`config.mk`:
```
export PLATFORM = sky130hd
export DESIGN_NAME = resistor_ladder_button_decoder
export DESIGN_NICKNAME = d
export VERILOG_FILES = /design/src/rtl/rlbd_pkg.sv /design/src/rtl/rlbd_front.sv /design/src/rtl/rlbd_queue.sv /design/src/rtl/rlbd_back.sv /design/src/rtl/resistor_ladder_button_decoder.sv
export SDC_FILE = /design/constraint.sdc
export NUM_CORES = 1
export LEC_CHECK = 0
export ABC_AREA = 1
export BUFFER_PORTS_ARGS = -buffer_cell sky130_fd_sc_hd__buf_2
export CORE_ASPECT_RATIO = 0.8
export CORE_MARGIN = 2
export CORE_UTILIZATION = 40
export DETAILED_ROUTE_END_ITERATION = 10
export GPL_ROUTABILITY_DRIVEN = 0
export GPL_TIMING_DRIVEN = 0
export PLACE_DENSITY = 0.52
export SYNTH_ARGS = -nofsm -noshare
export SYNTH_HDL_FRONTEND = slang
export SYNTH_HIERARCHICAL = 1
export SYNTH_SLANG_ARGS = --single-unit
```
`constraint.sdc`:
```
create_clock -name clk -period 4.6 [get_ports clk]
set_clock_uncertainty 0.15 [all_clocks]
set_input_delay 0.46 -clock clk [delete_from_list [all_inputs] [get_ports clk]]
set_output_delay 0.46 -clock clk [all_outputs]
set_load 0.01 [all_outputs]
```
`src/rtl/rlbd_pkg.sv`:
```
package rlbd_pkg;

	localparam int MAX_BANDS = 8;
	localparam int BAND_IDX_W = $clog2(MAX_BANDS);
	localparam int SAMPLE_W = 12;
	localparam int TIME_W = 32;
	localparam int DEBOUNCE_W = 16;
	localparam int COUNT_W = 4;
	localparam int TYPE_W = 4;
	localparam int CFG_IDX_W = 3;
	localparam int CFG_DATA_W = 56;

	localparam logic [SAMPLE_W-1:0] LOW_LIMIT = 12'd800;
	localparam logic [SAMPLE_W-1:0] HIGH_LIMIT = 12'd4090;
	localparam logic [SAMPLE_W-1:0] STABLE_TOL = 12'd100;

	// ceil(2^16 / 3): exact floor(s / 3) for s below 2^15
	localparam logic [14:0] RECIP3 = 15'd21846;

	localparam int Q_DEPTH = 2;
	localparam int Q_PTR_W = $clog2(Q_DEPTH);
	localparam int Q_CNT_W = $clog2(Q_DEPTH + 1);

	typedef enum logic [CFG_IDX_W-1:0] {
		CFG_DEBOUNCE   = 3'd0,
		CFG_BAND_COUNT = 3'd1,
		CFG_PAIR_0     = 3'd2,
		CFG_PAIR_1     = 3'd3,
		CFG_PAIR_2     = 3'd4,
		CFG_PAIR_3     = 3'd5
	} cfg_idx_t;

	typedef struct packed {
		logic [TYPE_W-1:0]   btype;
		logic [SAMPLE_W-1:0] hi;
		logic [SAMPLE_W-1:0] lo;
	} band_t;

	typedef struct packed {
		logic [DEBOUNCE_W-1:0]     debounce;
		logic [COUNT_W-1:0]        band_count;
		band_t [MAX_BANDS-1:0]     bands;
	} cfg_t;

	// classified transaction handed from front to back
	typedef struct packed {
		logic                  idle;
		logic                  hit;
		logic                  stable;
		logic [BAND_IDX_W-1:0] idx;
		logic [TYPE_W-1:0]     btype;
		logic [SAMPLE_W-1:0]   value;
		logic [TIME_W-1:0]     now;
	} item_t;

endpackage

```
`src/rtl/rlbd_front.sv`:
```
module rlbd_front (
	input  logic                             clk,
	input  logic                             arst_n,
	input  rlbd_pkg::cfg_t                   cfg,
	input  logic                             in_valid,
	output logic                             in_ready,
	input  logic [rlbd_pkg::SAMPLE_W-1:0]    sample_a,
	input  logic [rlbd_pkg::SAMPLE_W-1:0]    sample_b,
	input  logic [rlbd_pkg::SAMPLE_W-1:0]    sample_c,
	input  logic [rlbd_pkg::SAMPLE_W-1:0]    recheck_a,
	input  logic [rlbd_pkg::SAMPLE_W-1:0]    recheck_b,
	input  logic [rlbd_pkg::SAMPLE_W-1:0]    recheck_c,
	input  logic [rlbd_pkg::TIME_W-1:0]      now_ms,
	output logic                             push_valid,
	input  logic                             push_ready,
	output rlbd_pkg::item_t                  push_item
);

	logic [13:0]                      main_sum;
	logic [13:0]                      conf_sum;
	logic [28:0]                      main_prod;
	logic [28:0]                      conf_prod;
	logic                             v_s1;
	logic [rlbd_pkg::SAMPLE_W-1:0]    main_avg_s1;
	logic [rlbd_pkg::SAMPLE_W-1:0]    conf_avg_s1;
	logic [rlbd_pkg::TIME_W-1:0]      now_s1;
	logic [rlbd_pkg::SAMPLE_W-1:0]    diff;
	logic [rlbd_pkg::MAX_BANDS-1:0]   match;

	assign main_sum = 14'(sample_a) + 14'(sample_b) + 14'(sample_c);
	assign conf_sum = 14'(recheck_a) + 14'(recheck_b) + 14'(recheck_c);
	assign main_prod = 29'(main_sum) * 29'(rlbd_pkg::RECIP3);
	assign conf_prod = 29'(conf_sum) * 29'(rlbd_pkg::RECIP3);

	assign in_ready = !v_s1 || push_ready;

	always_ff @(posedge clk or negedge arst_n) begin
		if (!arst_n) begin
			v_s1 <= 1'b0;
		end else if (in_ready) begin
			v_s1 <= in_valid;
		end
	end

	always_ff @(posedge clk) begin
		if (in_ready && in_valid) begin
			main_avg_s1 <= main_prod[27:16];
			conf_avg_s1 <= conf_prod[27:16];
			now_s1 <= now_ms;
		end
	end

	always_comb begin
		for (int i = 0; i < rlbd_pkg::MAX_BANDS; i++) begin
			match[i] = (int'(cfg.band_count) > i)
				&& (main_avg_s1 >= cfg.bands[i].lo)
				&& (main_avg_s1 <= cfg.bands[i].hi);
		end
	end

	assign diff = (main_avg_s1 > conf_avg_s1) ? (main_avg_s1 - conf_avg_s1)
		: (conf_avg_s1 - main_avg_s1);

	always_comb begin
		push_item = '0;
		push_item.idle = (main_avg_s1 <= rlbd_pkg::LOW_LIMIT)
			|| (main_avg_s1 >= rlbd_pkg::HIGH_LIMIT);
		push_item.stable = (diff <= rlbd_pkg::STABLE_TOL);
		push_item.value = main_avg_s1;
		push_item.now = now_s1;
		// lowest matching band wins
		for (int i = rlbd_pkg::MAX_BANDS - 1; i >= 0; i--) begin
			if (match[i]) begin
				push_item.hit = 1'b1;
				push_item.idx = rlbd_pkg::BAND_IDX_W'(i);
				push_item.btype = cfg.bands[i].btype;
			end
		end
	end

	assign push_valid = v_s1;

endmodule

```
`src/rtl/rlbd_queue.sv`:
```
module rlbd_queue (
	input  logic             clk,
	input  logic             arst_n,
	input  logic             push_valid,
	output logic             push_ready,
	input  rlbd_pkg::item_t  push_item,
	output logic             pop_valid,
	input  logic             pop_ready,
	output rlbd_pkg::item_t  pop_item
);

	rlbd_pkg::item_t                 mem [rlbd_pkg::Q_DEPTH];
	logic [rlbd_pkg::Q_PTR_W-1:0]    wr_ptr_q;
	logic [rlbd_pkg::Q_PTR_W-1:0]    rd_ptr_q;
	logic [rlbd_pkg::Q_CNT_W-1:0]    count_q;
	logic                            push;
	logic                            pop;

	assign push_ready = (count_q != rlbd_pkg::Q_CNT_W'(rlbd_pkg::Q_DEPTH));
	assign pop_valid = (count_q != '0);
	assign push = push_valid && push_ready;
	assign pop = pop_valid && pop_ready;
	assign pop_item = mem[rd_ptr_q];

	always_ff @(posedge clk or negedge arst_n) begin
		if (!arst_n) begin
			wr_ptr_q <= '0;
			rd_ptr_q <= '0;
			count_q <= '0;
		end else begin
			if (push) begin
				wr_ptr_q <= (wr_ptr_q == rlbd_pkg::Q_PTR_W'(rlbd_pkg::Q_DEPTH - 1)) ? '0
					: wr_ptr_q + 1'b1;
			end
			if (pop) begin
				rd_ptr_q <= (rd_ptr_q == rlbd_pkg::Q_PTR_W'(rlbd_pkg::Q_DEPTH - 1)) ? '0
					: rd_ptr_q + 1'b1;
			end
			if (push && !pop) begin
				count_q <= count_q + 1'b1;
			end else if (pop && !push) begin
				count_q <= count_q - 1'b1;
			end
		end
	end

	always_ff @(posedge clk) begin
		if (push) begin
			mem[wr_ptr_q] <= push_item;
		end
	end

	a_count_bound: assert property (@(posedge clk) disable iff (!arst_n)
		count_q <= rlbd_pkg::Q_CNT_W'(rlbd_pkg::Q_DEPTH))
		else $error("queue count over depth");

	a_count_step: assert property (@(posedge clk) disable iff (!arst_n)
		(push && !pop) |=> count_q == $past(count_q) + 1'b1)
		else $error("queue count did not follow push");

endmodule

```
`src/rtl/rlbd_back.sv`:
```
module rlbd_back (
	input  logic                               clk,
	input  logic                               arst_n,
	input  logic [rlbd_pkg::DEBOUNCE_W-1:0]    debounce,
	input  logic                               pop_valid,
	output logic                               pop_ready,
	input  rlbd_pkg::item_t                    pop_item,
	output logic                               out_valid,
	input  logic                               out_ready,
	output logic                               press_event,
	output logic [rlbd_pkg::BAND_IDX_W-1:0]    band_index,
	output logic [rlbd_pkg::TYPE_W-1:0]        last_type,
	output logic [rlbd_pkg::SAMPLE_W-1:0]      last_value,
	output logic                               held_flag
);

	logic                               out_valid_q;
	logic                               event_q;
	logic [rlbd_pkg::BAND_IDX_W-1:0]    idx_q;
	logic                               latch_q;
	logic [rlbd_pkg::TIME_W-1:0]        last_time_q;
	logic [rlbd_pkg::TYPE_W-1:0]        type_q;
	logic [rlbd_pkg::SAMPLE_W-1:0]      value_q;
	logic                               take;
	logic [rlbd_pkg::TIME_W-1:0]        elapsed;
	logic                               settled;
	logic                               fire;

	assign pop_ready = !out_valid_q || out_ready;
	assign take = pop_valid && pop_ready;
	assign elapsed = pop_item.now - last_time_q;
	assign settled = elapsed > rlbd_pkg::TIME_W'(debounce);
	assign fire = !pop_item.idle && settled && pop_item.hit && !latch_q && pop_item.stable;

	always_ff @(posedge clk or negedge arst_n) begin
		if (!arst_n) begin
			out_valid_q <= 1'b0;
			event_q <= 1'b0;
			idx_q <= '0;
			latch_q <= 1'b0;
			last_time_q <= '0;
			type_q <= '0;
			value_q <= '0;
		end else begin
			if (pop_ready) begin
				out_valid_q <= pop_valid;
			end
			if (take) begin
				event_q <= fire;
				idx_q <= fire ? pop_item.idx : '0;
				if (pop_item.idle) begin
					latch_q <= 1'b0;
				end else if (fire) begin
					latch_q <= 1'b1;
					last_time_q <= pop_item.now;
					type_q <= pop_item.btype;
					value_q <= pop_item.value;
				end
			end
		end
	end

	assign out_valid = out_valid_q;
	assign press_event = event_q;
	assign band_index = idx_q;
	assign last_type = type_q;
	assign last_value = value_q;
	assign held_flag = latch_q;

	a_event_holds: assert property (@(posedge clk) disable iff (!arst_n)
		(out_valid_q && event_q) |-> latch_q)
		else $error("event without latch");

	a_idx_quiet: assert property (@(posedge clk) disable iff (!arst_n)
		(out_valid_q && !event_q) |-> idx_q == '0)
		else $error("band index set without event");

	a_time_rec: assert property (@(posedge clk) disable iff (!arst_n)
		(take && fire) |=> last_time_q == $past(pop_item.now))
		else $error("accept time not recorded");

	a_idle_clear: assert property (@(posedge clk) disable iff (!arst_n)
		(take && pop_item.idle) |=> !latch_q && !event_q)
		else $error("idle line did not clear latch");

endmodule

```
`src/rtl/resistor_ladder_button_decoder.sv`:
```
// channel | valid     | ready     | payload
// in      | in_valid  | in_ready  | sample_a/b/c, recheck_a/b/c, now_ms
// out     | out_valid | out_ready | press_event, band_index, last_type, last_value, held_flag
// cfg     | cfg_valid | cfg_ready | cfg_index, cfg_data
//
// One transaction per clock sustained while out_ready is high. Path from input to result:
// averaging multiply register, two-entry queue, then the state/output register.
// The queue lets front and back stall independently; cfg_ready is always high.
// arst_n clears latch, accept time, recorded type/value and all config registers.
module resistor_ladder_button_decoder (
	input  logic                               clk,
	input  logic                               arst_n,
	input  logic                               cfg_valid,
	output logic                               cfg_ready,
	input  logic [rlbd_pkg::CFG_IDX_W-1:0]     cfg_index,
	input  logic [rlbd_pkg::CFG_DATA_W-1:0]    cfg_data,
	input  logic                               in_valid,
	output logic                               in_ready,
	input  logic [rlbd_pkg::SAMPLE_W-1:0]      sample_a,
	input  logic [rlbd_pkg::SAMPLE_W-1:0]      sample_b,
	input  logic [rlbd_pkg::SAMPLE_W-1:0]      sample_c,
	input  logic [rlbd_pkg::SAMPLE_W-1:0]      recheck_a,
	input  logic [rlbd_pkg::SAMPLE_W-1:0]      recheck_b,
	input  logic [rlbd_pkg::SAMPLE_W-1:0]      recheck_c,
	input  logic [rlbd_pkg::TIME_W-1:0]        now_ms,
	output logic                               out_valid,
	input  logic                               out_ready,
	output logic                               press_event,
	output logic [rlbd_pkg::BAND_IDX_W-1:0]    band_index,
	output logic [rlbd_pkg::TYPE_W-1:0]        last_type,
	output logic [rlbd_pkg::SAMPLE_W-1:0]      last_value,
	output logic                               held_flag
);

	rlbd_pkg::cfg_t   cfg_q;
	rlbd_pkg::item_t  push_item;
	rlbd_pkg::item_t  pop_item;
	logic             push_valid;
	logic             push_ready;
	logic             pop_valid;
	logic             pop_ready;

	assign cfg_ready = 1'b1;

	always_ff @(posedge clk or negedge arst_n) begin
		if (!arst_n) begin
			cfg_q <= '0;
		end else if (cfg_valid && cfg_ready) begin
			case (cfg_index)
				rlbd_pkg::CFG_DEBOUNCE: begin
					cfg_q.debounce <= cfg_data[rlbd_pkg::DEBOUNCE_W-1:0];
				end
				rlbd_pkg::CFG_BAND_COUNT: begin
					cfg_q.band_count <= cfg_data[rlbd_pkg::COUNT_W-1:0];
				end
				rlbd_pkg::CFG_PAIR_0: begin
					cfg_q.bands[0] <= cfg_data[27:0];
					cfg_q.bands[1] <= cfg_data[55:28];
				end
				rlbd_pkg::CFG_PAIR_1: begin
					cfg_q.bands[2] <= cfg_data[27:0];
					cfg_q.bands[3] <= cfg_data[55:28];
				end
				rlbd_pkg::CFG_PAIR_2: begin
					cfg_q.bands[4] <= cfg_data[27:0];
					cfg_q.bands[5] <= cfg_data[55:28];
				end
				rlbd_pkg::CFG_PAIR_3: begin
					cfg_q.bands[6] <= cfg_data[27:0];
					cfg_q.bands[7] <= cfg_data[55:28];
				end
				default: begin
				end
			endcase
		end
	end

	rlbd_front u_front (
		.clk        (clk),
		.arst_n     (arst_n),
		.cfg        (cfg_q),
		.in_valid   (in_valid),
		.in_ready   (in_ready),
		.sample_a   (sample_a),
		.sample_b   (sample_b),
		.sample_c   (sample_c),
		.recheck_a  (recheck_a),
		.recheck_b  (recheck_b),
		.recheck_c  (recheck_c),
		.now_ms     (now_ms),
		.push_valid (push_valid),
		.push_ready (push_ready),
		.push_item  (push_item)
	);

	rlbd_queue u_queue (
		.clk        (clk),
		.arst_n     (arst_n),
		.push_valid (push_valid),
		.push_ready (push_ready),
		.push_item  (push_item),
		.pop_valid  (pop_valid),
		.pop_ready  (pop_ready),
		.pop_item   (pop_item)
	);

	rlbd_back u_back (
		.clk         (clk),
		.arst_n      (arst_n),
		.debounce    (cfg_q.debounce),
		.pop_valid   (pop_valid),
		.pop_ready   (pop_ready),
		.pop_item    (pop_item),
		.out_valid   (out_valid),
		.out_ready   (out_ready),
		.press_event (press_event),
		.band_index  (band_index),
		.last_type   (last_type),
		.last_value  (last_value),
		.held_flag   (held_flag)
	);

endmodule
```
**Word-level counts from Yosys, hierarchy flattened**

Memories as Yosys holds them, arrays and structs flattened.
Cells that the tools add are included.

- Divide/modulo/power cells: 0
- Equality and inequality tests: 6
- Shifts and indexed selects: 0
- Magnitude comparators: 29
- $add $sub $neg: 11
- $mul: 2
- Reductions and logical operators: 46
- Bitwise logic cells: 1
- Muxes and demuxes: 26

Operator list:

| kind | count |
|---|---|
| 12-bit >= comparator | 8 |
| 12-bit <= comparator | 8 |
| 7-bit 2-to-1 mux | 8 |
| 14-bit by 14-bit multiplier with 27-bit output, second input constant | 2 |
| 32-bit by 16-bit greater-than comparator with 1-bit output | 1 |
| 32-bit subtractor | 1 |
| 14-bit by 12-bit adder with 14-bit output | 2 |
| 12-bit by 12-bit adder with 13-bit output | 2 |
| 1-bit logical AND | 25 |
| 12-bit subtractor | 2 |
| 4-bit by 3-bit greater-than comparator with 1-bit output, second input constant | 4 |
| 1-bit 2-to-1 mux | 14 |
| 2-bit AND reduction | 7 |
| 12-bit >= comparator, second input constant | 1 |
| 12-bit greater-than comparator | 1 |
| 12-bit by 10-bit <= comparator with 1-bit output, second input constant | 1 |
| 12-bit by 7-bit <= comparator with 1-bit output, second input constant | 1 |
| 12-bit 2-to-1 mux | 1 |
| 4-bit by 1-bit greater-than comparator with 1-bit output, second input constant | 2 |
| 4-bit by 2-bit greater-than comparator with 1-bit output, second input constant | 2 |
| 3-bit by 2-bit equality test with 1-bit output, second input constant | 2 |
| 3-bit equality test, second input constant | 2 |
| 1-bit zero test | 6 |
| 2-bit nonzero test | 3 |
| 11 further kinds | 15 |

- Latch bits: 0
- Memories: 1
- Input bits: 168
- Register bits after elaboration: 359
- Bits in read-only memories: 0
- Output and inout bits: 24
- Bits in writable memories: 108

Memory list:

| name | depth | width | read ports | clocked after Yosys merged registers in | wr ports | line | RTL |
|---|---|---|---|---|---|---|---|
| u_queue.mem | 2 | 54 | 1 | 0 | 1 | rlbd_queue.sv:12 | `rlbd_pkg::item_t mem [rlbd_pkg::Q_DEPTH];` |

**Logic depth before layout (Yosys ltp)**

- Word-level depth: 11
- Mapped depth: 34
- Depth with buffers taken out: 34

**By module**

Netlist, hierarchy kept.

By module, submodules not included:

| module | times used | cells each | area an instance (um^2) | sequential area each (um^2) |
|---|---|---|---|---|
| rlbd_front | 1 | 2167 | 16732.3 | 1706.6 |
| resistor_ladder_button_decoder | 1 | 1065 | 9505.4 | 6105.9 |
| rlbd_back | 1 | 882 | 5223.8 | 1351.3 |
| rlbd_queue | 1 | 310 | 4172.8 | 3343.2 |

**Worst setup path after synthesis**

OpenSTA, ideal clock, no wires.

- Path kind: input to register
- Start point: input sample_a[1] (netlist name)
- End point: register u_front/main_avg_s1[10] (netlist name), data pin
- Cell stages on the path: 29
- Arrival time: 6414 ps
- Library setup time: 258 ps
- Setup slack: -2222 ps
- Cell sequence: inv_1 fa_1 inv_1 ha_1 inv_1 fa_1 nand3b_1 nand2_1 a21oi_2 o21bai_4 xor2_1 ha_1 ha_1 fa_1 fa_1 fa_1 inv_1 fa_1 inv_1 ha_1 a21oi_1 o21ai_0 a21oi_1 nand3_1 nand3_1 nand2_1 nand3_1 nand3_1 xor2_1

- Cells in the longest elaborated chain, start to end: 3

RTL lines:

| what | line | RTL |
|---|---|---|
| start, declared | resistor_ladder_button_decoder.sv:19 | `input logic [rlbd_pkg::SAMPLE_W-1:0] sample_a,` |
| 12-bit by 12-bit adder with 13-bit output | rlbd_front.sv:30 | `assign main_sum = 14'(sample_a) + 14'(sample_b) + 14'(sample_c);` |
| 14-bit by 12-bit adder with 14-bit output | rlbd_front.sv:30 |  |
| 14-bit by 14-bit multiplier with 27-bit output | rlbd_front.sv:32 | `assign main_prod = 29'(main_sum) * 29'(rlbd_pkg::RECIP3);` |
| net u_front.main_prod[26] | rlbd_front.sv:21 | `logic [28:0] main_prod;` |
| end signal, assigned | rlbd_front.sv:47 | `main_avg_s1 <= main_prod[27:16];` |
| end, declared | rlbd_front.sv:24 | `logic [rlbd_pkg::SAMPLE_W-1:0] main_avg_s1;` |

The timed path passes the listed nets, and every way through them passes these cells.
A chain may end at the register's enable or synchronous reset.

**Worst setup path after layout**

- Start point: input sample_b[1] (netlist name)
- End point: register u_front/main_avg_s1[8] (netlist name), data pin

- Cells in the longest elaborated chain, start to end: 3

RTL lines:

| what | line | RTL |
|---|---|---|
| start, declared | resistor_ladder_button_decoder.sv:20 | `input logic [rlbd_pkg::SAMPLE_W-1:0] sample_b,` |
| 12-bit by 12-bit adder with 13-bit output | rlbd_front.sv:30 |  |
| 14-bit by 12-bit adder with 14-bit output | rlbd_front.sv:30 |  |
| 14-bit by 14-bit multiplier with 27-bit output | rlbd_front.sv:32 |  |
| net u_front.main_prod[24] | rlbd_front.sv:21 |  |

The timed path passes the listed nets, and every way through them passes these cells.

==> metrics.md <==
| Metric | Value |
|---|---|
| Critical path buffers and inverters | 7 |
| H-tree Lvls | 2 |
| Max_slew headroom | 14.0% |
| CP arrival | 6.28 ns |
| Unrepaired setup endpoints after global routing | yes |
| Layout Area Growth over Synthesis | 24.5% |
| Mapped Cells | 4,424 |
| Max stage delay on crit path | slightly below 0.6 ns |
| Post-DP HPWL | 78.2 mm |
| Largest net degree at the start of global routing | 101 |
| DR WL/cell | approximately 17 µm |
| Vias per std cell | 4.82 |
| Final period utilization | 132% |
| Final WL | ~100 mm |
| Slew @ Worst Pin | 1.29 ns |
| FF-to-FF End | u_back/last_value[5] |
| Worst hold path class | in2reg |
| Status | finished with violations |
| Pre-antenna DRT Iters | 5 |
| Total GRT Usage | about 23% |
| Initial Utilization | roughly 41% |
| Total Nets Final | roughly 5,600 |
| Number of synthesized register bits | around 470 |
| F_max | about 160 MHz |
| Row cnt | 97 |
| Crit path capture type | flop |
| Post-route ant nets | 0 |
| Clock transition at path regs | ~0.060 ns |
| Max-cap violation count | 0 |
| Worst-path maximum fanout | 4 |
| Gr ovfl total | 0 |
| First-iteration detailed-routing DRC count | around 2,000 |
| Clock Tree Buf Depth | 3 |
| Placed Area | around 39,000 µm² |
| CTS tree | built |
| # clock sinks | ~470 |
| Clock Latency Late Sink | about 0.62 ns |
| Ports | about 190 |
| CP most frequent cell | fa_1 |
| Distinct cells, synth | between 50 and 60 |
| R2R setup slack | ~0.3 ns |
| Mapped Avg Cell Area | a little over 8 µm² |
| Critical Path RT | around 4.8 ns |
| Final count of hold timing violations | 0 |
| Area of the mapped netlist | around 36,000 µm² |
| Type of the worst setup path | in2reg |
| CORE AREA | ~90,000 µm² |
| Sequential area share after synthesis | between 30% and 40% |
| Cts bufs inserted | 52 |
| Failing checks | setup timing |
| Post-Layout Inst Area | between 40,000 and 50,000 µm² |
| Worst Hold Endpoint | cfg_q[168] |
| Port Buffers | 190 |
| Vias in the first global route | approximately 28,000 |
| Initial antenna violation count | 7 |
| Global-route wire length before repair | around 160 mm |
| Final setup vio count | 24 |
| Drt drc | 0 |
| Die W | approximately 340 µm |
| Levels on crit path | 31 |
| CP Launch Type | input port |
| Hold path startpoint | cfg_data[0] |
| Root buf cell | clkbuf_16 |
| Chip height | between 200 and 300 µm |
| Dominant synthesized flop cell | dfrtp_1 |
| Total number of vias | ~29,000 |
| Critical R2R Launch | u_queue/rd_ptr_q |
| Layout cell share with drive strength beyond 1 | 16.8% |
| Reg2Reg Depth | 29 |
| Slowest-stage cell, CP | fa_2 |
| Net Count, Synth | 5,190 |
| Period minus WS final | roughly 6.1 ns |
| CP top delay family | adder cells |
| Worst setup margin | -1.48 ns |
| WHS | around 0.035 ns |
| Warnings, synthesis | 6 |
| Fin util | between 50% and 60% |
| Crit path launch | sample_b[1] |
| Hold Path Depth | 3 |
| Final slew viol count | 0 |
| Die ar. | between 90,000 and 100,000 µm² |
| Async SR Flop Fraction | between 60% and 70% |
| Post-synth EDFFs | between 150 and 200 |
-- cell families (layout without fill, tap and decap cells) --
kind of cell | Yosys count | in the layout | synth area share, %
AND/OR/NAND/NOR | 2089 | 2089 | 23.9
buffers and inverters | 844 | 1331 | 9.59
adder cells (fa/ha/maj) | 598 | 598 | 23.8
flip-flops | 467 | 467 | 35.1
AO/OA/AOI/OAI | 339 | 339 | 5.44
XOR/XNOR | 86 | 86 | 2.19
other | 1 | 4 | 0.0105
-- registers in the layout (all words and copies together) (netlist names), 3 cells and up --
signal	count
u_front/main_avg_s1	12
u_back/last_value	12
u_front/conf_avg_s1	12
u_back/band_index	3
u_back/last_type	4
u_back/last_time_q	32
u_front/now_s1	32
cfg_q	244
u_queue/mem	108
-- routing by layer --
layer  routed length, µm  track usage [%]  share of wire, %  up-vias
met5                  13                0             0.013        -
met4                1360             3.87               1.3        2
met3                5050             3.36               4.9       92
met2               45600             34.7                44      556
met1               51700             34.1                50    13900
li1                    -                -                 -    14900
-- timing repair --
action / 4_1_cts / 5_1_grt
resized for setup: 235 / 125
setup endpoints to repair: 77 / 77
buffers inserted: 63 / 29
pin swaps: 153 / 82
hold buffers: 87 / 0
hold endpoints to repair: 242 / 0
-- tightest hold or removal path: cells and delay by family --
| kind | cells | cell delay [ns] |
|---|---|---|
| buffers and inverters | 1 | 0.17 |
| and+or+nand+nor | 2 | 0.13 |
-- area by class of cell --
class / count / area (µm²)
Clock inverter: 26 / 278
Inverter: 747 / 2820
Fill cell: 8527 / 43500
Antenna cell: 3 / 7.51
Sequential cell: 467 / 12500
Timing Repair Buffer: 390 / 3230
Clock buffer: 71 / 1500
Buffer: 97 / 707
Multi-Input combinational cell: 3113 / 21800
Tap cell: 1188 / 1490
-- through the flow --
stage | std cells | setup WS (ns) | TNS [ns]
floorplan | 4424 | -1.99 | -40.87
global placement | 5802 | -3.48 | -1256.00
detailed placement | 5825 | -2.79 | -82.69
CTS | 6072 | -1.43 | -29.35
global route | 6102 | -1.78 | -38.44
finish | 6102 | -1.48 | -32.77
-- worst max path at each step --
| stage | end | slack [ns] |
|---|---|---|
| after floorplan | u_front/main_avg_s1[10] | -1.99 |
| after global placement | u_back/last_time_q[11] | -3.48 |
| after detailed placement | u_front/main_avg_s1[10] | -2.79 |
| after CTS | u_front/main_avg_s1[8] | -1.43 |
| after global routing | u_front/main_avg_s1[8] | -1.78 |
| final | u_front/main_avg_s1[8] | -1.48 |
-- cells in the final DEF, fill, tap and decap left out, types with 13 or more instances in the layout --
master,netlist,layout
a21o_1,13,13
a21oi_1,195,158
a21oi_2,2,26
a21oi_4,0,13
buf_16,0,19
buf_2,53,227
buf_4,15,91
buf_6,10,30
clkbuf_1,10,17
clkbuf_16,0,54
clkbuf_8,5,15
dfrtp_1,303,303
dlygate4sd3_1,0,87
edfxtp_1,164,164
fa_1,134,125
ha_1,464,377
ha_4,0,78
inv_1,737,696
inv_2,8,46
nand2_1,1501,1461
nand2_2,8,33
nand2_4,3,17
nand3_1,293,277
nand3_2,3,16
nand4_1,43,43
nor2_1,190,173
nor2_4,4,13
o21ai_0,59,41
o21ai_2,2,14
xnor2_1,21,18
xor2_1,63,46
xor2_2,1,13
-- cell usage after synthesis (3+ instances only) --
cell type  count  share of area, %
nand3_2        3             0.084
o21ai_1        6             0.084
nand3b_1       5              0.11
nor3_1        17              0.24
buf_2         53              0.74
nor2_2         4             0.070
nand3_1      293               4.1
buf_1          4             0.042
edfxtp_1     164                14
ha_1         464                16
a21oi_1      195               2.7
nand2_4        3             0.095
or2_0          3             0.053
o21a_1        11              0.23
inv_1        737               7.8
o21bai_1      14              0.29
nand4_1       43              0.75
o211ai_1       6              0.13
nor4_1         6              0.11
buf_6         10              0.32
clkbuf_8       5              0.19
xor2_1        63               1.5
o221ai_1       4             0.098
clkbuf_1      10              0.11
fa_1         134               7.5
nor2_4         4              0.13
inv_2          8             0.084
o2111ai_1      5              0.12
buf_4         15              0.32
nor2_1       190               2.0
xnor2_1       21              0.52
nand2_2        8              0.14
a21o_1        13              0.27
nand2_1     1501                16
o21ai_0       59              0.83
a211oi_1       9              0.19
dfrtp_1      303                21
Power is not shown: default switching activity piles up to over one toggle a cycle in this logic, so the estimate is an artifact.
